`src/dstp_ram.sv`:
```
// Generic simple dual-port RAM with registered read.
`default_nettype none
module dstp_ram #(
  parameter int unsigned WIDTH = 8,
  parameter int unsigned DEPTH = 16
) (
  input  wire logic                     clk_i,
  input  wire logic                     we_i,
  input  wire logic [$clog2(DEPTH)-1:0] waddr_i,
  input  wire logic [WIDTH-1:0]         wdata_i,
  input  wire logic                     re_i,
  input  wire logic [$clog2(DEPTH)-1:0] raddr_i,
  output logic      [WIDTH-1:0]         rdata_o
);

  logic [WIDTH-1:0] mem [DEPTH];

  always_ff @(posedge clk_i) begin
    if (we_i) begin
      mem[waddr_i] <= wdata_i;
    end
    if (re_i) begin
      rdata_o <= mem[raddr_i];
    end
  end

endmodule
`default_nettype wire
```
`config.mk`:
```
export PLATFORM = sky130hd
export DESIGN_NAME = dstp_ram
export DESIGN_NICKNAME = d
export VERILOG_FILES = /design/src/dstp_ram.sv
export SDC_FILE = /design/constraint.sdc
export NUM_CORES = 1
export LEC_CHECK = 0
export BUFFER_PORTS_ARGS = -buffer_cell sky130_fd_sc_hd__buf_4
export CORE_MARGIN = 4
export CORE_UTILIZATION = 35
export CTS_CLUSTER_DIAMETER = 30
export DETAILED_ROUTE_END_ITERATION = 10
export PLACE_DENSITY = 0.48
export SLEW_MARGIN = 20
export SYNTH_ARGS = -nofsm -noshare
export SYNTH_HDL_FRONTEND = slang
export SYNTH_SLANG_ARGS = --single-unit
```
`constraint.sdc`:
```
create_clock -name clk_i -period 1.61 [get_ports clk_i]
set_clock_uncertainty 0.2 [all_clocks]
set_input_delay 0 -clock clk_i [delete_from_list [all_inputs] [get_ports clk_i]]
set_output_delay 0 -clock clk_i [all_outputs]
set_load 0.005 [all_outputs]
```
Yosys cells after proc, flatten, opt, wreduce, memory -nomap -nowiden
Memories as Yosys holds them, arrays and structs flattened. A register that Yosys moved wholly into a read port is not among the register bits.
Cells that the tools add are included.
- eq/ne operators: 0
- shifts and indexed selects: 0
- reduce and logical (&&, ||, !) cells: 0
- muxes and demuxes: 2
- $add $sub $neg: 0
- div/mod/pow operators: 0
- multiply operators: 0
- order comparisons: 0
- bitwise gates (word level): 0
- operator list (operator ; count):
    2-to-1 mux 1 bit ; 2
- memory bits (writable): 128
- bits in latches: 0
- bits in read-only memories: 0
- bits in registers: 0
- output and inout bits: 8
- memories kept: 1
- memories (memory ; words ; bits a word ; rd ports ; clocked after memory_dff ; write ports ; line ; source):
    mem ; 16 ; 8 ; 1 ; 1 ; 1 ; 16 ; logic [WIDTH-1:0] mem [DEPTH];

Logic depth before layout (Yosys ltp)
Gate-level depths: netlist of the first run.
- word-level depth: 2
- gate-level depth with buffers: 5
- mapped depth without buffers: 3

Worst setup path before layout of the first run
OpenSTA, ideal clock, no wires.
- path type: input port to flip-flop
- start point: input waddr_i[2]
- end point: memory mem[0][0] (enable)
- stages on the path: 2
- data arrival time: 1110 ps
- slack: -83 ps
- path through: or3b_2 > nor3_1
- RTL lines (element ; line ; source):
    start: declaration ; 9 ; input wire logic [$clog2(DEPTH)-1:0] waddr_i,
    end: declaration ; 16 ;
No word-level cell before the write port.

==> run metrics, run 1 <==
run status completed; number of H-tree levels 4; total number of nets in the final design 317; vertical die dimension 130.2 um; mean cell area of the mapped netlist 22.83 um2; layout overhead on the synthesized area 24.27%; time the final worst path needs with I/O delays and setup 1.597 ns; Remaining DRCs 0; Clock Tree Buf Depth 2; clock network power share 45.6%; average detailed-routed wire length per instance 22.34 um; post-synthesis cell type with the largest combined area edfxtp_1; Setup crit start kind register; Cell Count Post-Placement 452; Worst Path Arrival 1.55 ns; number of setup violations in the final report 0; via count of the first global-routing pass 2715; insertion delay to the later sink of the worst-skew pair 0.41 ns; count of distinct cell types in the synthesized netlist 18; switch share 19.43%; routed via count 2495; ANT nets after route 0; global-route wire length before repair 16970 um; Detail Placement HPWL 7011 um; antenna violations before repair 0; Placer Congestion 0.6880; total congestion overflow after global routing 0; Hold/Removal Path Class in2reg; num rows 44; drt first-iter violations 173; setup_tns 0 ns; Synthesis Warnings 0; maximum number of pins on one net before global-route repair 20; timing-limited maximum frequency 626.3 MHz; data required time of the worst path 1.56 ns; Worst Max-Slew Pin Slew 0.9651 ns; largest cells by area after synthesis edfxtp_1 (78%), mux4_2 (7.8%), mux4_1 (7.0%); final core occ 44.53%; FF+latch count, synth 136; internal power 0.006619 W; standby leakage power 2.155 nW; count of final hold-check violations 0; total number of clock tree sinks 136; Max rail drop VDD 0.6602 mV; setup repair after global routing missed its margin true; clock tree from TritonCTS yes; CTS Buf Count 17; fraction of final layout cells sized beyond drive strength 1 38.26%; net switching power figure 0.001597 W; cell at the root of the clock tree clkbuf_16; overall routed net length 11060 um; Antenna diodes 0; average vias per placed instance 5.040; GRT Resource Usage Total 14.40%; standard cell core area 14590 um2; most used cells in the layout excluding fill and tap cells edfxtp_1 (136), buf_4 (45), mux4_2 (29), clkbuf_16 (17), nor2_1 (13); Worst Hold Path Cells 4; total iterations of the first detailed-routing run 4; final worst path period share 99.18%; die area 16950 um2; maximum fanout encountered on the critical timing path 1; width of the chip 130.2 um; initial cell density of the core 35.83%; number of top-level pins 27; cell count of the worst reg-to-reg path 3; PwrDens 1265 nW/um2; number of maximum-capacitance violations 0; most common library cell in the layout ignoring fill and taps edfxtp_1; Worst slew margin 35.53%; combinational cell fraction of total power 5.6%; part of the power in registers 48.9%; Final Max Slew Viols 0; fill cell count 1251; critical path type reg2reg; sequential cell area fraction in the yosys report 78.12%; endpoint kind of the worst setup timing path register; Reg clk slew, reported paths 0.06 ns; synthesized net count 248; gate count after technology mapping 229; number of port buffers 26; Layout Cells excl Fill 495; area of the mapped netlist 5228 um2; worst-case hold slack 0.04966 ns; fraction of post-synthesis cell area in the top cell type by area 78.12%
## through the flow
stage | setup slack [ns] | power (W) | instance area, um2
floorplan | 0.09857 | 0.004281 | 5233
global placement | -0.2043 | 0.004498 | 5794
detailed placement | -0.1895 | 0.004509 | 5794
CTS | -0.01272 | 0.008313 | 6487
global route | -0.04322 | 0.008528 | 6496
finish | 0.01321 | 0.008216 | 6496
## registers in the layout (all words and copies together) (netlist names)
register  count
mem         128
rdata_o       8
## final cells by class
type                    instances  area [um2]  area share, %
clock buffers                  21       440.4          6.780
clock inverters                11       130.1          2.003
multi-input cells              83        1084          16.68
flip-flops and latches        136        4084          62.87
well taps                     184       230.2          3.544
repair buffers                 60       528.0          8.128
## cell families after synthesis
kind of cell / Yosys count / share of synthesized area (%)
AOI/OAI and AO/OA: 16 / 2.298
buffers and inverters: 10 / 1.651
DFF: 136 / 78.12
muxes: 32 / 14.79
and+or+nand+nor: 35 / 3.136
## power by group through the flow
stage	clock (W)	combinational [W]	sequential, W
2_1_floorplan	0	0.000202	0.00408
3_3_place_gp	0	0.000416	0.00408
5_1_grt	0.00401	0.000501	0.00402
3_5_place_dp	0	0.000422	0.00409
6_report	0.00374	0.000457	0.00401
4_1_cts	0.00384	0.000463	0.00402
## critical path: stages, from the launching register on
cell and delay (ns):
edfxtp_1 0.36, mux4_2 0.48, a22oi_2 0.21, nand2_2 0.10
## metal layers
| metal | part of all wire, % | wire, um | vias up | GRT usage (%) |
|---|---|---|---|---|
| met5 | 0 | 0 | - | 0 |
| met4 | 1.6 | 176 | 0 | 5.318 |
| met3 | 3.0 | 333 | 16 | 3.602 |
| met2 | 48 | 5308 | 49 | 21.48 |
| met1 | 47 | 5239 | 1323 | 20.53 |
| li1 | - | - | 1107 | - |
## path summary, 6_finish.rpt
kind / startpoint / end / slack, ns
max: mem[3][6] / rdata_o[6] / 0.01
min: waddr_i[2] / mem[1][6] / 0.05
max reg2reg: mem[3][6] / rdata_o[6] / 0.01
min reg2reg: mem[0][3] / rdata_o[3] / 0.56
## synth_stat cells (all sizes together)
master	n
edfxtp	136
mux4	32
a22oi	16
nor2	13
nand2	9
buf	7
nor3	4
clkdlybuf4s25	3
nand2b	2
nand3b	2
and2	1
and2b	1
nand3	1
nor2b	1
or3b	1
## what timing repair did
action                     in CTS  in global routing
gates cloned                    0                  0
hold buffers                   11                  0
pin swaps                       7                  6
setup buffers                   0                  0
resized for setup              17                  7
hold endpoints to repair      168                  0
setup endpoints to repair       8                  8
(Power assumes the default switching activity.)
==> run 2: changes to the inputs <==
Settings changed: ABC_AREA set to 1, CTS_CLUSTER_SIZE set to 25.
==> run 2 against run 1 <==
Die area increased by 11%. Total power increased by 4.3%. Combinational power is 22% higher. Count of clock-buffer cells in the layout down 4. Clock power up 7.0%. Non-clock buffer count increased by 5. Synthesized cell count is 140% higher. Highest routed layer unchanged.
==> run metrics, run 2 <==
timing-limited maximum frequency 670.4 MHz; vertical die dimension 137.3 um; average detailed-routed wire length per instance 17.08 um; Worst slew margin 78.65%; antenna violations before repair 0; Antenna diodes 0; Synthesis Warnings 0; Remaining DRCs 0; commonest register cell after synthesis edfxtp_1; initial cell density of the core 36.28%; number of maximum-capacitance violations 0; Clock Tree Buf Depth 2; FF+latch count, synth 136; Hold/Removal Path Class in2reg; Hold Crit Start waddr_i[2]; adder and majority gate portion of the synthesized area 0%; endpoint of the worst hold path mem[0][5]; standby leakage power 3.057 nW; GRT Resource Usage Total 16.75%; setup_tns 0 ns; data required time of the worst path 1.70 ns; terminus of the critical flop-to-flop path rdata_o[6]; multi-input combinational cell area 1214 um2; number of setup violations in the final report 0; average vias per placed instance 4.640; share of synthesized cell area in and, or, nand and nor gates 20.76%; die area 18840 um2; number of H-tree levels 4; critical path type in2reg; Worst Max-Slew Pin Slew 0.3203 ns; drt first-iter violations 369; overall routed net length 14350 um; CTS Buf Count 17; final worst path period share 92.65%; most used cells in the layout excluding fill and tap cells nand2_1 (173), edfxtp_1 (136), inv_1 (100), nand3_1 (97), buf_4 (46); register ranked first by flip-flop count mem; final core occ 44.34%; area taken by flip-flops and latches 4084 um2; layout overhead on the synthesized area 22.21%; most common library cell in the layout ignoring fill and taps nand2_1; total number of nets in the final design 630; crit path from raddr_i[1]; ANT nets after route 0; setup repair after global routing missed its margin false; num rows 46; xor and xnor fraction of the mapped netlist area 0%; clock tree from TritonCTS yes; Max rail drop VDD 0.7802 mV; run status completed; number of synthesized flops with an enable pin 136; Setup crit start kind input port; cell at the root of the clock tree clkbuf_16; number of top-level pins 27; number of flip-flops under the largest register name 128; ranking of synthesized cells by instance count nand2_1 (173), edfxtp_1 (136), inv_1 (100), nand3_1 (97), nor2_1 (17); number of port buffers 26; global-route wire length before repair 22570 um; fraction of post-synthesis cell area in the top cell type by area 69.85%; Final Max Slew Viols 0; count of distinct cell types in the synthesized netlist 11; mean cell area of the mapped netlist 10.61 um2; Post-synth ARST share 0%; post-synthesis cell type with the largest combined area edfxtp_1; total number of clock tree sinks 136; count of final hold-check violations 0; fill cell count 1534; insertion delay to the later sink of the worst-skew pair 0.42 ns; standard cell core area 16120 um2; multiplexer share of the synthesized area 0%; synthesized net count 570; Crit Reg-Reg Startpoint mem[7][6]; area of the mapped netlist 5847 um2; gate count after technology mapping 551; total congestion overflow after global routing 0; compound-gate portion of the synthesized area 0%; fraction of final layout cells sized beyond drive strength 1 13.30%; sequential cell area fraction in the yosys report 69.85%; endpoint kind of the worst setup timing path register; width of the chip 137.3 um; Worst Path Arrival 1.58 ns; largest registers mem x128, rdata_o x8; dominant combinational cell family by area after synthesis simple AND/OR/NAND/NOR gates; largest cells by area after synthesis edfxtp_1 (70%), nand2_1 (11%), nand3_1 (8.3%); maximum fanout encountered on the critical timing path 24; Worst Hold Path Cells 5; Detail Placement HPWL 9030 um; Reg clk slew, reported paths 0.06 ns; total iterations of the first detailed-routing run 5; slack of the worst reg-to-reg path 0.25 ns; cell count of the worst reg-to-reg path 6; time the final worst path needs with I/O delays and setup 1.492 ns; cell with the most instances after synthesis nand2_1; PwrDens 1199 nW/um2; via count of the first global-routing pass 3919; routed via count 3898; maximum number of pins on one net before global-route repair 50; Placer Congestion 0.7974
## run 2: logic make-up after synthesis
kind of cell | after synthesis
buffers and inverters | 126
flip-flops | 136
AND/OR/NAND/NOR | 289
## run 2: routing by layer
metal	global-route usage, %	wire [um]	vias to the layer above
met5	0	0	-
met4	5.710	197	0
met3	4.748	618	21
met2	26.81	7024	71
met1	21.97	6511	1910
li1	-	-	1896
## run 2: worst max-delay path: stages
cell,delay (ns)
dlygate4sd3_1,0.53
buf_4,0.18
buf_4,0.33
nand3_1,0.13
nand3_1,0.11
nand3_1,0.17
nand2_1,0.11
## run 2: repair_timing
action	in CTS	in global routing
resized for setup	0	0
hold buffers	14	0
setup buffers	0	0
hold endpoints to repair	160	0
## run 2: final cells by class
cell class                      instances  area share, %
Sequential cell                       136          57.15
Multi-Input combinational cell        289          16.98
Timing Repair Buffer                   65          8.195
Clock buffer                           17          5.953
Inverter                              102          5.358
Tap cell                              216          3.782
Clock inverter                         15          2.574
## run 2: per-stage QoR
stage / worst slack (ns) / cells / area (um2) / hold WS (ns) / power (W)
2_1_floorplan: 0.4592 / 551 / 5847 / -0.1011 / 0.004362
3_3_place_gp: 0.1475 / 794 / 6396 / 0.1093 / 0.004625
3_5_place_dp: 0.1591 / 794 / 6396 / 0.1187 / 0.004629
4_1_cts: 0.1539 / 840 / 7146 / 0.003634 / 0.008659
5_1_grt: 0.05494 / 840 / 7146 / 0.04566 / 0.008903
6_report: 0.1183 / 840 / 7146 / 0.01575 / 0.008568
## run 2: worst max-delay path by stage
| stage | end | depth (start not counted) |
|---|---|---|
| after detailed placement | rdata_o[2] | 8 |
| after CTS | rdata_o[7] | 7 |
| after global placement | rdata_o[2] | 8 |
| final | rdata_o[7] | 7 |
| after global routing | rdata_o[7] | 7 |
| after floorplan | mem[10][0] | 2 |
## run 2: report_power, final
part / internal (W) / switching, W / total (W)
combinational: 0.000202 / 0.000355 / 0.000557
sequential: 0.00399 / 0.0000244 / 0.00401
clock: 0.00256 / 0.00144 / 0.00400
==> run 3: changes to the inputs <==
Settings changed: MAX_ROUTING_LAYER set to met4.
==> run 3 against run 2 <==
Global-route usage increased by 0.47 points. Worst setup slack better by 0.015 ns. Via count down 0.51%. Clock power barely moved. Sequential power about the same. Critical path type unchanged. Critical endpoint is now rdata_o[6]. Largest cell class unchanged. Largest power group unchanged. Highest routed layer unchanged.
==> run metrics, run 3 (same netlist as run 2, synthesis figures left out) <==
Setup crit start kind input port; endpoint kind of the worst setup timing path register; Placer Congestion 0.8089; GRT Resource Usage Total 17.22%; Worst Max-Slew Pin Slew 0.3167 ns; number of top-level pins 27; most used cells in the layout excluding fill and tap cells nand2_1 (173), edfxtp_1 (136), inv_1 (100), nand3_1 (97), buf_4 (46); largest registers mem x128, rdata_o x8; Worst slew margin 78.88%; average vias per placed instance 4.617; fill cell count 1534; gate family responsible for the most delay along the worst path buffers and inverters; critical path type in2reg; routed via count 3878; vertical die dimension 137.3 um; die area 18840 um2; num rows 46; final core occ 44.34%; most common library cell in the layout ignoring fill and taps nand2_1; Antenna diodes 0; number of buffer and inverter instances along the worst setup path 3; antenna violations before repair 0; standard cell core area 16120 um2; number of flip-flops under the largest register name 128; post-CTS setup repair buffer count 0; list of cells traversed by the critical path dlygate4sd3_1 -> buf_4 -> buf_4 -> nand2_1 -> nand3_1 -> nand3_1 -> nand2_1; PwrDens 1198 nW/um2; time the final worst path needs with I/O delays and setup 1.477 ns; setup_tns 0 ns; Max rail drop VDD 0.7759 mV; number of setup violations in the final report 0; Worst Path Arrival 1.56 ns; number of port buffers 26; clock tree from TritonCTS yes; ANT nets after route 0; fraction of final layout cells sized beyond drive strength 1 13.30%; Remaining DRCs 0; final worst path period share 91.75%; layout overhead on the synthesized area 22.21%; number of maximum-capacitance violations 0; overall routed net length 14370 um; average detailed-routed wire length per instance 17.10 um; crit path from raddr_i[1]; data required time of the worst path 1.69 ns; Clock Tree Buf Depth 2; Reg clk slew, reported paths 0.06 ns; total congestion overflow after global routing 0; width of the chip 137.3 um; total number of clock tree sinks 136; setup repair after global routing missed its margin false; via count of the first global-routing pass 3920; maximum number of pins on one net before global-route repair 50; worst-case hold slack 0.01737 ns; global-route wire length before repair 22590 um; Crit Reg-Reg Startpoint mem[7][6]; Final Max Slew Viols 0; count of final hold-check violations 0; Detail Placement HPWL 9030 um; drt first-iter violations 355; Max stage delay on crit path 0.53 ns; register ranked first by flip-flop count mem; standby leakage power 3.057 nW; number of H-tree levels 4; total iterations of the first detailed-routing run 6; timing-limited maximum frequency 677.0 MHz; maximum fanout encountered on the critical timing path 24; insertion delay to the later sink of the worst-skew pair 0.42 ns; Critical Path Slowest Stage Cell dlygate4sd3_1; initial cell density of the core 36.28%; run status completed; cell at the root of the clock tree clkbuf_16; Hold/Removal Path Class in2reg; total number of nets in the final design 630; CTS Buf Count 17; Hold Crit Start waddr_i[2]
-- run 3: cell counts in the layout (fill, tap and decap cells not counted) --
No cell type changed its count.
-- run 3: cell type report --
class | count | area (um2) | area share [%]
well taps | 216 | 270.3 | 3.782
clock inverters | 15 | 183.9 | 2.574
clock buffers | 17 | 425.4 | 5.953
repair buffers | 65 | 585.6 | 8.195
inverters | 102 | 382.9 | 5.358
flip-flops and latches | 136 | 4084 | 57.15
multi-input cells | 289 | 1214 | 16.98
-- run 3: report_power, final --
group          switching (W)  leakage, nW  internal [W]
Sequential         0.0000244         1.24       0.00399
Clock                0.00143        0.293       0.00256
Combinational       0.000356         1.53      0.000202
Total                0.00181         3.06       0.00675
-- run 3: worst paths after layout --
path,to,slack [ns],cells after the start
setup / recovery,rdata_o[6],0.13,7
hold / removal,mem[0][5],0.02,5
setup reg to reg,rdata_o[6],0.20,6
hold reg to reg,rdata_o[5],0.55,6
-- run 3: layer usage --
layer  up-vias  GRT usage [%]  routed length [um]
met5         -              -                   0
met1      1883          21.88                6482
met4         0          6.375                 256
met3        23          4.164                 614
met2        76          26.98                7011
li1       1896              -                   -
-- run 3: through the flow --
stage	total power, W	instance area (um2)	worst slack, ns	std cells
final	0.008560	7146	0.1329	840
after global routing	0.008897	7146	0.05155	840
after CTS	0.008659	7146	0.1539	840
after detailed placement	0.004629	6396	0.1591	794
after global placement	0.004625	6396	0.1475	794
after floorplan	0.004362	5847	0.4592	551
-- run 3: worst register-to-register path, cell delays in order (launching register included) --
cell and delay (ns):
edfxtp_1 0.36, inv_1 0.06, nand2_1 0.07, nand3_1 0.08, nand3_1 0.11, nand3_1 0.20
nand2_1 0.08
-- run 3: what timing repair did --
item	in CTS	in global routing
hold endpoints to repair	160	0
hold buffers	14	0
resized for setup	0	0
